<file path="config.mk">
export PLATFORM = sky130hd
export DESIGN_NAME = polyline_rect_border_cross
export DESIGN_NICKNAME = d
export VERILOG_FILES = /design/src/hw/rtl/prbc_pkg.sv /design/src/hw/rtl/prbc_front.sv /design/src/hw/rtl/prbc_queue.sv /design/src/hw/rtl/prbc_back.sv /design/src/hw/rtl/polyline_rect_border_cross.sv
export SDC_FILE = /design/constraint.sdc
export NUM_CORES = 2
export LEC_CHECK = 0
export ABC_AREA = 1
export BUFFER_PORTS_ARGS = -buffer_cell sky130_fd_sc_hd__buf_2
export CAP_MARGIN = 20
export CORE_ASPECT_RATIO = 1.4
export CORE_MARGIN = 2
export CORE_UTILIZATION = 66
export CTS_CLUSTER_DIAMETER = 30
export DETAILED_ROUTE_END_ITERATION = 7
export PLACE_DENSITY_LB_ADDON = 0.2
export SLEW_MARGIN = 10
export SYNTH_ARGS = -nofsm -noshare
export SYNTH_HDL_FRONTEND = slang
export SYNTH_HIERARCHICAL = 1
export SYNTH_SLANG_ARGS = --single-unit
</file>
<file path="constraint.sdc">
create_clock -name clock -period 9.3 [get_ports clock]
set_clock_uncertainty 0.1 [all_clocks]
set_input_delay 1.86 -clock clock [delete_from_list [all_inputs] [get_ports clock]]
set_output_delay 1.86 -clock clock [all_outputs]
set_load 0.02 [all_outputs]
</file>
<file path="src/hw/rtl/prbc_pkg.sv">
// Shared types, widths and register codes for the polyline rectangle border crossing block.
package prbc_pkg;

   // Coordinate width of vertices and rectangle position
   localparam int COORD_BITS = 16;
   // Widths of the rectangle size registers
   localparam int SIZE_BITS  = COORD_BITS - 1;
   // Right and bottom edges need one more bit than a coordinate
   localparam int EDGE_BITS  = COORD_BITS + 1;
   // Differences between a corner and a vertex
   localparam int DIFF_BITS  = COORD_BITS + 2;
   // Full cross-product term
   localparam int PROD_BITS  = 2 * DIFF_BITS;

   // Depth of the queue between front and back
   localparam int QUEUE_DEPTH = 4;
   localparam int PTR_BITS    = $clog2(QUEUE_DEPTH);
   localparam int COUNT_BITS  = $clog2(QUEUE_DEPTH + 1);

   // Configuration register indexes
   localparam int CSR_INDEX_BITS = 2;
   localparam logic [CSR_INDEX_BITS-1:0] CSR_RECT_LEFT   = 2'd0;
   localparam logic [CSR_INDEX_BITS-1:0] CSR_RECT_TOP    = 2'd1;
   localparam logic [CSR_INDEX_BITS-1:0] CSR_RECT_WIDTH  = 2'd2;
   localparam logic [CSR_INDEX_BITS-1:0] CSR_RECT_HEIGHT = 2'd3;

   // Input item
   typedef struct packed {
      logic signed [COORD_BITS-1:0] vertex_x;
      logic signed [COORD_BITS-1:0] vertex_y;
      logic                         vertex_last;
   } req_item_type;

   // Result item
   typedef struct packed {
      logic edge_hit;
      logic any_hit;
      logic result_last;
   } rsp_item_type;

   // One polyline edge waiting for the back end
   typedef struct packed {
      logic signed [COORD_BITS-1:0] ax;
      logic signed [COORD_BITS-1:0] ay;
      logic signed [COORD_BITS-1:0] bx;
      logic signed [COORD_BITS-1:0] by;
      logic                         have_prev;
      logic                         last;
   } edge_item_type;

   // Rectangle as seen by the back end
   typedef struct packed {
      logic signed [COORD_BITS-1:0] left;
      logic signed [COORD_BITS-1:0] top;
      logic signed [EDGE_BITS-1:0]  right;
      logic signed [EDGE_BITS-1:0]  bottom;
      logic                         width_nz;
      logic                         height_nz;
   } rect_cfg_type;

   // Sign-extend a coordinate to the difference width
   function automatic logic signed [DIFF_BITS-1:0] ext_coord(
      input logic signed [COORD_BITS-1:0] v);
      return {{(DIFF_BITS-COORD_BITS){v[COORD_BITS-1]}}, v};
   endfunction

   // Sign-extend a right or bottom edge to the difference width
   function automatic logic signed [DIFF_BITS-1:0] ext_edge(
      input logic signed [EDGE_BITS-1:0] v);
      return {{(DIFF_BITS-EDGE_BITS){v[EDGE_BITS-1]}}, v};
   endfunction

endpackage

</file>
<file path="src/hw/rtl/prbc_front.sv">
// Front end: accepts vertices, keeps the previous vertex and forms one edge per item.
module prbc_front
   import prbc_pkg::*;
(
   input  logic          clock,
   input  logic          reset,
   input  logic          req_valid,
   output logic          req_ready,
   input  req_item_type  req_item,
   input  logic          q_full,
   output logic          q_push,
   output edge_item_type q_item
);

   logic signed [COORD_BITS-1:0] prev_x_ff, prev_x_in;
   logic signed [COORD_BITS-1:0] prev_y_ff, prev_y_in;
   logic                         have_prev_ff, have_prev_in;

   // Accept whenever the queue has room
   assign req_ready = !q_full;
   assign q_push    = req_valid && req_ready;

   // Edge from the stored vertex to the new one
   always_comb begin
      q_item.ax        = prev_x_ff;
      q_item.ay        = prev_y_ff;
      q_item.bx        = req_item.vertex_x;
      q_item.by        = req_item.vertex_y;
      q_item.have_prev = have_prev_ff;
      q_item.last      = req_item.vertex_last;
   end

   // Previous vertex; a last vertex ends the polyline
   always_comb begin
      prev_x_in    = prev_x_ff;
      prev_y_in    = prev_y_ff;
      have_prev_in = have_prev_ff;
      if (q_push) begin
         prev_x_in    = req_item.vertex_x;
         prev_y_in    = req_item.vertex_y;
         have_prev_in = !req_item.vertex_last;
      end
   end

   always_ff @(posedge clock) begin
      prev_x_ff <= prev_x_in;
      prev_y_ff <= prev_y_in;
      if (reset) begin
         have_prev_ff <= 1'b0;
      end else begin
         have_prev_ff <= have_prev_in;
      end
   end

endmodule

</file>
<file path="src/hw/rtl/prbc_queue.sv">
// Short queue of edges between the front and back ends.
module prbc_queue
   import prbc_pkg::*;
(
   input  logic          clock,
   input  logic          reset,
   input  logic          push,
   input  edge_item_type push_item,
   output logic          full,
   input  logic          pop,
   output logic          head_valid,
   output edge_item_type head_item
);

   edge_item_type           slot_ff [QUEUE_DEPTH];
   logic [PTR_BITS-1:0]     wr_ptr_ff, wr_ptr_in;
   logic [PTR_BITS-1:0]     rd_ptr_ff, rd_ptr_in;
   logic [COUNT_BITS-1:0]   count_ff, count_in;
   logic                    do_push, do_pop;

   assign full       = (count_ff == COUNT_BITS'(QUEUE_DEPTH));
   assign head_valid = (count_ff != '0);
   assign head_item  = slot_ff[rd_ptr_ff];
   assign do_push    = push && !full;
   assign do_pop     = pop && head_valid;

   // Pointer and fill count update
   always_comb begin
      wr_ptr_in = wr_ptr_ff;
      rd_ptr_in = rd_ptr_ff;
      count_in  = count_ff;
      if (do_push) begin
         wr_ptr_in = (wr_ptr_ff == PTR_BITS'(QUEUE_DEPTH - 1)) ? '0 : wr_ptr_ff + 1'b1;
      end
      if (do_pop) begin
         rd_ptr_in = (rd_ptr_ff == PTR_BITS'(QUEUE_DEPTH - 1)) ? '0 : rd_ptr_ff + 1'b1;
      end
      if (do_push && !do_pop) begin
         count_in = count_ff + 1'b1;
      end else if (do_pop && !do_push) begin
         count_in = count_ff - 1'b1;
      end
   end

   always_ff @(posedge clock) begin
      if (do_push) begin
         slot_ff[wr_ptr_ff] <= push_item;
      end
      if (reset) begin
         wr_ptr_ff <= '0;
         rd_ptr_ff <= '0;
         count_ff  <= '0;
      end else begin
         wr_ptr_ff <= wr_ptr_in;
         rd_ptr_ff <= rd_ptr_in;
         count_ff  <= count_in;
      end
   end

   // Fill count never passes the depth
   a_count_bound: assert property (@(posedge clock) disable iff (reset)
      count_ff <= COUNT_BITS'(QUEUE_DEPTH))
      else $error("queue fill count above depth");

endmodule

</file>
<file path="src/hw/rtl/prbc_back.sv">
// Back end: orientation tests of each edge against the rectangle border, and result output.
module prbc_back
   import prbc_pkg::*;
(
   input  logic          clock,
   input  logic          reset,
   input  rect_cfg_type  rect,
   input  logic          head_valid,
   input  edge_item_type head_item,
   output logic          pop,
   output logic          rsp_valid,
   input  logic          rsp_ready,
   output rsp_item_type  rsp_item
);

   localparam int NCORNER = 4;

   // Corners in order: left-top, right-top, right-bottom, left-bottom
   logic signed [DIFF_BITS-1:0] corner_x [NCORNER];
   logic signed [DIFF_BITS-1:0] corner_y [NCORNER];
   logic signed [DIFF_BITS-1:0] ax_w, ay_w, bx_w, by_w;
   logic [NCORNER-1:0]          side_a, side_b;

   // Stage 1: differences and rectangle-side orientations
   logic                        v1_ff, v1_in;
   logic signed [DIFF_BITS-1:0] ex_ff, ey_ff;
   logic signed [DIFF_BITS-1:0] cx_ff [NCORNER];
   logic signed [DIFF_BITS-1:0] cy_ff [NCORNER];
   logic [NCORNER-1:0]          xr1_ff;
   logic                        have1_ff, last1_ff;

   // Stage 2: cross-product terms
   logic                        v2_ff, v2_in;
   logic signed [PROD_BITS-1:0] pl_ff [NCORNER];
   logic signed [PROD_BITS-1:0] pr_ff [NCORNER];
   logic [NCORNER-1:0]          xr2_ff;
   logic                        have2_ff, last2_ff;

   // Output register and running hit
   logic                        rsp_valid_ff, rsp_valid_in;
   rsp_item_type                rsp_item_ff;
   logic                        acc_ff, acc_in;

   logic                        adv_out, adv2, adv1, load_out;
   logic [NCORNER-1:0]          ob, ob_next;
   logic                        hit, any;

   // Stall chain: a stage moves when the next one is empty or moving
   assign adv_out  = !rsp_valid_ff || rsp_ready;
   assign adv2     = !v2_ff || adv_out;
   assign adv1     = !v1_ff || adv2;
   assign pop      = head_valid && adv1;
   assign load_out = v2_ff && adv_out;

   assign rsp_valid = rsp_valid_ff;
   assign rsp_item  = rsp_item_ff;

   // Rectangle corners
   always_comb begin
      corner_x[0] = ext_coord(rect.left);
      corner_y[0] = ext_coord(rect.top);
      corner_x[1] = ext_edge(rect.right);
      corner_y[1] = ext_coord(rect.top);
      corner_x[2] = ext_edge(rect.right);
      corner_y[2] = ext_edge(rect.bottom);
      corner_x[3] = ext_coord(rect.left);
      corner_y[3] = ext_edge(rect.bottom);
   end

   assign ax_w = ext_coord(head_item.ax);
   assign ay_w = ext_coord(head_item.ay);
   assign bx_w = ext_coord(head_item.bx);
   assign by_w = ext_coord(head_item.by);

   // Orientation of a vertex against each border edge reduces to a sign test,
   // since the border edges are axis-aligned
   always_comb begin
      side_a[0] = rect.width_nz  && (ay_w > corner_y[0]);
      side_a[1] = rect.height_nz && (ax_w < corner_x[1]);
      side_a[2] = rect.width_nz  && (ay_w < corner_y[2]);
      side_a[3] = rect.height_nz && (ax_w > corner_x[3]);
      side_b[0] = rect.width_nz  && (by_w > corner_y[0]);
      side_b[1] = rect.height_nz && (bx_w < corner_x[1]);
      side_b[2] = rect.width_nz  && (by_w < corner_y[2]);
      side_b[3] = rect.height_nz && (bx_w > corner_x[3]);
   end

   assign v1_in = adv1 ? head_valid : v1_ff;
   assign v2_in = adv2 ? v1_ff : v2_ff;

   // Stage 1 registers
   always_ff @(posedge clock) begin
      if (pop) begin
         ex_ff    <= bx_w - ax_w;
         ey_ff    <= by_w - ay_w;
         xr1_ff   <= side_a ^ side_b;
         have1_ff <= head_item.have_prev;
         last1_ff <= head_item.last;
         for (int k = 0; k < NCORNER; k++) begin
            cx_ff[k] <= corner_x[k] - ax_w;
            cy_ff[k] <= corner_y[k] - ay_w;
         end
      end
   end

   // Stage 2 registers: one product pair per corner
   always_ff @(posedge clock) begin
      if (adv2 && v1_ff) begin
         xr2_ff   <= xr1_ff;
         have2_ff <= have1_ff;
         last2_ff <= last1_ff;
         for (int k = 0; k < NCORNER; k++) begin
            pl_ff[k] <= ex_ff * cy_ff[k];
            pr_ff[k] <= ey_ff * cx_ff[k];
         end
      end
   end

   // Edge orientation per corner, then border edge e spans corners e and e+1
   always_comb begin
      for (int k = 0; k < NCORNER; k++) begin
         ob[k] = pl_ff[k] > pr_ff[k];
      end
      ob_next = {ob[0], ob[NCORNER-1:1]};
      hit     = have2_ff && (|((ob ^ ob_next) & xr2_ff));
      any     = acc_ff || hit;
   end

   // Running hit clears at the end of a polyline
   always_comb begin
      acc_in       = acc_ff;
      rsp_valid_in = rsp_valid_ff;
      if (load_out) begin
         acc_in       = last2_ff ? 1'b0 : any;
         rsp_valid_in = 1'b1;
      end else if (rsp_ready) begin
         rsp_valid_in = 1'b0;
      end
   end

   always_ff @(posedge clock) begin
      if (load_out) begin
         rsp_item_ff.edge_hit    <= hit;
         rsp_item_ff.any_hit     <= any;
         rsp_item_ff.result_last <= last2_ff;
      end
      if (reset) begin
         v1_ff        <= 1'b0;
         v2_ff        <= 1'b0;
         rsp_valid_ff <= 1'b0;
         acc_ff       <= 1'b0;
      end else begin
         v1_ff        <= v1_in;
         v2_ff        <= v2_in;
         rsp_valid_ff <= rsp_valid_in;
         acc_ff       <= acc_in;
      end
   end

   // A hit on this edge is always part of the running hit
   a_edge_in_any: assert property (@(posedge clock) disable iff (reset)
      rsp_valid_ff |-> (!rsp_item_ff.edge_hit || rsp_item_ff.any_hit))
      else $error("edge hit without running hit");

   // The running hit starts afresh after a last vertex
   a_acc_clear: assert property (@(posedge clock) disable iff (reset)
      (load_out && last2_ff) |=> !acc_ff)
      else $error("running hit not cleared after last vertex");

   // A product pair held back by the output is not lost
   a_stage2_hold: assert property (@(posedge clock) disable iff (reset)
      (v2_ff && !adv_out) |=> v2_ff)
      else $error("stalled product stage dropped");

endmodule

</file>
<file path="src/hw/rtl/polyline_rect_border_cross.sv">
// Top level of the polyline rectangle border crossing block: configuration registers and wiring.
// Vertices of an open polyline enter one item per cycle on the req_ channel while req_ready
// is high, and every vertex gives one result item on the rsp_ channel: edge_hit for the edge
// from the previous vertex (0 for the first vertex), any_hit for the polyline so far, and
// result_last, on which any_hit is the answer for the whole polyline. Touching and collinear
// contact does not count as a crossing. The sustained rate is one item per clock while
// rsp_ready stays high; a result passes the queue slot, the difference stage, the product
// stage with the eight cross-product multipliers working on all four rectangle corners side
// by side, and the output register. A four-item queue ahead of the three stages lets the
// input keep flowing while results are stalled; the input stalls once seven items are held,
// and a full queue takes no new item in the cycle it hands one on. The user writes the
// rectangle registers through the csr_ port only while no item is in flight; the block does not enforce this.
module polyline_rect_border_cross
   import prbc_pkg::*;
(
   input  logic                      clock,
   input  logic                      reset,
   input  logic                      req_valid,
   output logic                      req_ready,
   input  req_item_type              req_item,
   output logic                      rsp_valid,
   input  logic                      rsp_ready,
   output rsp_item_type              rsp_item,
   input  logic                      csr_write_en,
   input  logic [CSR_INDEX_BITS-1:0] csr_index,
   input  logic [COORD_BITS-1:0]     csr_wdata
);

   logic signed [COORD_BITS-1:0] rect_left_ff, rect_left_in;
   logic signed [COORD_BITS-1:0] rect_top_ff, rect_top_in;
   logic [SIZE_BITS-1:0]         rect_width_ff, rect_width_in;
   logic [SIZE_BITS-1:0]         rect_height_ff, rect_height_in;
   rect_cfg_type                 rect_ff, rect_in;

   logic          q_full, q_push, q_pop, q_head_valid;
   edge_item_type q_item, q_head_item;

   // Register write decode
   always_comb begin
      rect_left_in   = rect_left_ff;
      rect_top_in    = rect_top_ff;
      rect_width_in  = rect_width_ff;
      rect_height_in = rect_height_ff;
      if (csr_write_en) begin
         unique case (csr_index)
            CSR_RECT_LEFT:   rect_left_in   = csr_wdata;
            CSR_RECT_TOP:    rect_top_in    = csr_wdata;
            CSR_RECT_WIDTH:  rect_width_in  = csr_wdata[SIZE_BITS-1:0];
            CSR_RECT_HEIGHT: rect_height_in = csr_wdata[SIZE_BITS-1:0];
            default: ;
         endcase
      end
   end

   // Right and bottom edges, worked out once from the registers
   always_comb begin
      rect_in.left      = rect_left_ff;
      rect_in.top       = rect_top_ff;
      rect_in.right     = EDGE_BITS'(rect_left_ff) + EDGE_BITS'({1'b0, rect_width_ff});
      rect_in.bottom    = EDGE_BITS'(rect_top_ff) + EDGE_BITS'({1'b0, rect_height_ff});
      rect_in.width_nz  = (rect_width_ff != '0);
      rect_in.height_nz = (rect_height_ff != '0);
   end

   always_ff @(posedge clock) begin
      rect_ff <= rect_in;
      if (reset) begin
         rect_left_ff   <= '0;
         rect_top_ff    <= '0;
         rect_width_ff  <= '0;
         rect_height_ff <= '0;
      end else begin
         rect_left_ff   <= rect_left_in;
         rect_top_ff    <= rect_top_in;
         rect_width_ff  <= rect_width_in;
         rect_height_ff <= rect_height_in;
      end
   end

   prbc_front u_front (
      .clock     (clock),
      .reset     (reset),
      .req_valid (req_valid),
      .req_ready (req_ready),
      .req_item  (req_item),
      .q_full    (q_full),
      .q_push    (q_push),
      .q_item    (q_item)
   );

   prbc_queue u_queue (
      .clock      (clock),
      .reset      (reset),
      .push       (q_push),
      .push_item  (q_item),
      .full       (q_full),
      .pop        (q_pop),
      .head_valid (q_head_valid),
      .head_item  (q_head_item)
   );

   prbc_back u_back (
      .clock      (clock),
      .reset      (reset),
      .rect       (rect_ff),
      .head_valid (q_head_valid),
      .head_item  (q_head_item),
      .pop        (q_pop),
      .rsp_valid  (rsp_valid),
      .rsp_ready  (rsp_ready),
      .rsp_item   (rsp_item)
   );

endmodule
</file>
Yosys cells after proc, flatten, opt, wreduce, memory -nomap -nowiden
Memory sizes are Yosys's and may differ from the RTL's. A register that Yosys moved wholly into a read port is not among the register bits.
Cells that the tools add are included.
Word-level totals
  register bits after elaboration: 223
  memory bits (writable): 696
  latch bits: 0
  ROM bits: 0
  memories: 5
  output and inout port bits: 5
  input bits: 56
  logic and storage cells: 131
Memories
  u_queue.slot_ff: depth 4, bits a word 66, read ports 1, clocked after Yosys merged registers in 1, write ports 1, line prbc_queue.sv:15  | edge_item_type slot_ff [QUEUE_DEPTH];
  u_back.pl_ff: depth 4, bits a word 36, read ports 4, clocked after Yosys merged registers in 0, write ports 4, line prbc_back.sv:34  | logic signed [PROD_BITS-1:0] pl_ff [NCORNER];
  u_back.pr_ff: depth 4, bits a word 36, read ports 4, clocked after Yosys merged registers in 0, write ports 4, line prbc_back.sv:35  | logic signed [PROD_BITS-1:0] pr_ff [NCORNER];
  u_back.cx_ff: depth 4, bits a word 18, read ports 4, clocked after Yosys merged registers in 0, write ports 4, line prbc_back.sv:27  | logic signed [DIFF_BITS-1:0] cx_ff [NCORNER];
  u_back.cy_ff: depth 4, bits a word 18, read ports 4, clocked after Yosys merged registers in 0, write ports 4, line prbc_back.sv:28  | logic signed [DIFF_BITS-1:0] cy_ff [NCORNER];
Operators by class
  add/sub/neg operators: 12
  equal/unequal tests: 6
  $mul: 8
  reduce and logical (&&, ||, !) cells: 39
  magnitude comparators: 12
  muxes and demuxes: 15
  divide/modulo/power cells: 0
  shifts and indexed selects: 0
  bitwise operators: 3
Operators with widths (count)
  17-bit by 18-bit multiplier with 35-bit output: 8
  36-bit > comparator: 4
  16-bit by 17-bit less-than comparator with 1-bit output: 4
  16-bit by 16-bit subtractor with 17-bit output: 4
  16-bit > comparator: 4
  17-bit by 16-bit subtractor with 18-bit output: 2
  16-bit by 16-bit adder with 17-bit output: 2
  15-bit nonzero test: 2
  1-bit logical AND: 17
  1-bit two-way mux: 9
  2-bit == test (second input constant): 4
  2-bit two-way mux: 4
  2-bit AND reduction: 4
  4-bit bitwise XOR: 2
  1-bit zero test: 7
  3-bit two-way mux: 2
  2-bit by 1-bit adder with 2-bit output (second input constant): 2
  4-bit bitwise AND: 1
  1-bit logical OR: 4
  2-bit nonzero test: 2
  4-bit OR reduction: 1
  3-bit by 1-bit adder with 3-bit output (second input constant): 1
  3-bit == test (second input constant): 1
  3-bit nonzero test: 1
  3 further kinds: 3

Longest topological paths before layout
  depth in word-level cells: 9
  gate-level depth with buffers: 32
  depth with buffers taken out: 30

By module
Netlist, hierarchy kept.
By module, submodules not included
  prbc_back: area each 63751.1 µm², cells an instance 7548, times used 1, seq. area each 7857.5 µm²
  prbc_queue: area each 10879.2 µm², cells an instance 708, times used 1, seq. area each 8107.8 µm²
  polyline_rect_border_cross: area each 5540.3 µm², cells an instance 715, times used 1, seq. area each 2602.5 µm²
  prbc_front: area each 1273.7 µm², cells an instance 75, times used 1, seq. area each 980.9 µm²

Worst setup path before layout
OpenSTA, ideal clock, no wires.
  path kind: input port to flip-flop
  start: in req_valid
  end: mem u_queue/slot_ff[0][0] in the netlist's numbering (enable)
  path slack: 2.078 ns
  required time: 8.710 ns
  library setup time: 0.490 ns
  cell stages on the path: 4
  arrival: 6.632 ns
  buffers on the path: 0
  path through: inv_1 -> nor2_1 -> nand2_1 -> nor2_1
On the way
  word-level cells in the longest chain between the ends: 4
Ends and longest elaborated chain
  start: declaration: line polyline_rect_border_cross.sv:18  | input logic req_valid,
  1-bit logical AND: line prbc_front.sv:21  | assign q_push = req_valid && req_ready;
  named net q_push: line polyline_rect_border_cross.sv:35  | logic q_full, q_push, q_pop, q_head_valid;
  1-bit logical AND: line prbc_queue.sv:24  | assign do_push = push && !full;
  1-bit two-way mux: line prbc_queue.sv:46  | if (do_push) begin
  1-bit two-way mux (not written as such): line prbc_queue.sv:47  | slot_ff[wr_ptr_ff] <= push_item;
  end: declaration: line prbc_queue.sv:15
The timed path passes the listed nets, and every way through them passes these cells.

==> metrics.md <==
| Metric | Value |
|---|---|
| Setup repair bufs after CTS | 0 |
| Via-per-instance ratio | 5.50 |
| Final nets | around 11000 |
| CP arrival | between 7 and 8 ns |
| Clock sink count | between 600 and 700 |
| Final Non-Filler Cells | between 10000 and 15000 |
| Hold buffer count at CTS | 0 |
| Via count of the first global-routing pass | just over 60000 |
| DRT antenna net count | 0 |
| Type of destination of the critical path | flip-flop |
| Ys async rst share | 0% |
| Die area | about 130000 um^2 |
| Primary FF master, synth | edfxtp_1 |
| Commonest non-fill, non-tap cell in the layout | inv_1 |
| H-tree levels | 3 |
| Largest net degree at the start of global routing | 80 |
| Starting density of the core | between 60% and 70% |
| Final worst-path cycle share | roughly 75% |
| Final TNS setup | 0 ns |
| Register area share after synthesis | about a quarter |
| Final setup fails | 0 |
| Yosys top cell by area | fa_1 |
| Synth Net Count | 11023 |
| Slew @ Worst Pin | about 1.1 ns |
| Fraction of layout cells with a size suffix above 1 | 5.88% |
| Most frequent cells in the layout | inv_1 (2342), nand2_1 (1910), fa_1 (1233), ha_1 (688), edfxtp_1 (555) |
| Critical Path Most Common Cell | fa_1 |
| Number of synthesized register bits | 699 |
| Layout area overhead | 6.27% |
| PostCTS Resize Cnt | 0 |
| First-pass GRT wire length | 324000 um |
| Max incr delay on CP | 0.89 ns |
| Number of CTS-inserted buffers | approximately 110 |
| Wire per inst | 19.0 um |
| Initial antenna violation count | 6 |
| Mapped Area | slightly above 80000 um^2 |
| Clk pin slew, worst setup/hold paths | 0.06 ns |
| Maximum clock rate | 0.143 GHz |
| Die width | about 300 um |
| Slew Viols, Final | 0 |
| Critical Path RT | between 9 and 10 ns |
| Root Driver | clkbuf_16 |
| Top-area cell type share of the netlist area | 30.3% |
| RSZ-0062 raised after global routing | false |
| Fillers | around 9400 |
| Multi-input gate area | just over 50000 um^2 |
| DRT Wirelength | about 200000 um |
| Number of synthesized flops with an enable pin | 555 |
| # IOs | 61 |
| Mean Syn Cell Area | 9.00 um^2 |
| CP Buf/Inv Count | 6 |
| Synth cell types | 71 |
| Post-placement cell count | around 10000 |
| WS Path Type | flip-flop to flip-flop |
| Fin crit period | roughly 7 ns |
| Yosys warnings | 6 |
| Crit path cell chain | buf_4, nand2_1, fa_1, inv_1, fa_1, inv_1, fa_1, inv_1, fa_1, fa_1, inv_1, fa_1, inv_1, ha_1, a21oi_1, o21ai_0, a21oi_1, o21ai_2, a21oi_1, o21ai_2, a21oi_1, o21ai_1, xor2_1 |
| CP startpoint kind | flip-flop |
| Vias | 58446 |
| Grt total ovfl | 0 |
| Synth area leaders | fa_1 (30%), edfxtp_1 (20%), inv_1 (11%) |
| Final Hold Fails | 0 |
| Std cell rows | between 150 and 200 |
| Post-Syn Instances | 9046 |
| Drt pass-1 iters | 6 |
| Clock Path Buffers | 3 |
| 1st-iter DRT viols | 3922 |
| # Max-Cap Violations | 0 |
| FF+latch area | around 20000 um^2 |
| HP Class | flip-flop to flip-flop |
| GRT Total Usage | between 30% and 40% |
| R2R Setup Slk | roughly 2.3 ns |
| Placer Congestion | around 0.94 |
| Slowest stage cell on the critical path | edfxtp_1 |
| CP max FO | 18 |
| Detailed Place HPWL | around 160000 um |
| Placed cell areas | roughly 83000 um^2 |
| Remaining routing DRC violations | 0 |
| Die Y | around 420 um |
| Core area | ~120000 um^2 |
| PortBufs | 60 |
| Worst relative slew slack | roughly 30% |
| Clock latency on the worst-skew pair | just under 0.8 ns |
| Family with the most delay on the worst path | adder cells |
| Status | completed |
| Finished Cell Area | about 87000 um^2 |
| CTS tree | yes |
-- metrics by stage --
step	worst slack, ns	hold slack (ns)	util (%)
2_1_floorplan	2.08	0.251	-
3_3_place_gp	2.51	0.265	67.4
3_5_place_dp	2.43	0.267	67.4
4_1_cts	2.44	0.263	70.7
5_1_grt	1.98	0.274	70.7
6_report	2.32	0.273	70.7
-- flip-flops by register name, summed over array words and instances (netlist names), 17 cells and up, named ones only --
signal	count
u_queue/slot_ff	264
u_back/pl_ff	70
u_back/pr_ff	70
rect_ff	68
u_back/cx_ff	35
u_back/cy_ff	35
u_back/ex_ff	17
u_back/ey_ff	17
-- final timing paths --
check	start	to	depth (start not counted)
min reg2reg	rect_top_ff[0]	rect_ff[36]	0
min	rect_top_ff[0]	rect_ff[36]	0
max	u_back/ex_ff[8]	u_back/pl_ff[3][34]	23
max reg2reg	u_back/ex_ff[8]	u_back/pl_ff[3][34]	23
-- layout make-up --
| type | count | share of cell area, % |
|---|---|---|
| inverters | 2358 | 10.3 |
| well taps | 1617 | 2.34 |
| clock buffers | 124 | 3.36 |
| repair buffers | 117 | 0.841 |
| flip-flops and latches | 699 | 22.6 |
| diodes | 1 | 0.00289 |
| multi-input cells | 5613 | 59.3 |
| clock inverters | 93 | 1.29 |
-- synthesized netlist by cell type (all sizes together) (9+ instances only) --
library cell	number
nor4	11
xor2	159
buf	72
ha	688
dfxtp	144
o21bai	18
a21boi	13
a31oi	19
a21o	18
nand4	58
edfxtp	555
clkbuf	304
nand3	115
fa	1233
nand2	1918
nor3	39
o22ai	70
a21oi	384
nor2	415
or2	21
o211ai	9
o21a	15
inv	2354
xnor2	99
nand3b	9
o21ai	266
-- per-layer routing --
| metal | up-vias | global-route usage [%] | wire (um) | part of all wire [%] |
|---|---|---|---|---|
| li1 | 26917 | - | - | - |
| met1 | 28828 | 38.2 | 71900 | 36 |
| met2 | 2069 | 58.2 | 103000 | 51 |
| met3 | 628 | 4.41 | 11600 | 5.7 |
| met4 | 4 | 22.5 | 15800 | 7.8 |
| met5 | - | 0 | 29 | 0.014 |
-- cells by family after synthesis --
family	after synthesis	synth area share, %
buf+inv	2734	13.0
simple gates	2590	13.0
fa+ha+maj	1921	40.9
compound gates	844	6.34
flops	699	24.0
xor+xnor	258	2.77
Power is not shown: default switching activity piles up to over one toggle a cycle in this logic, so the estimate is an artifact.
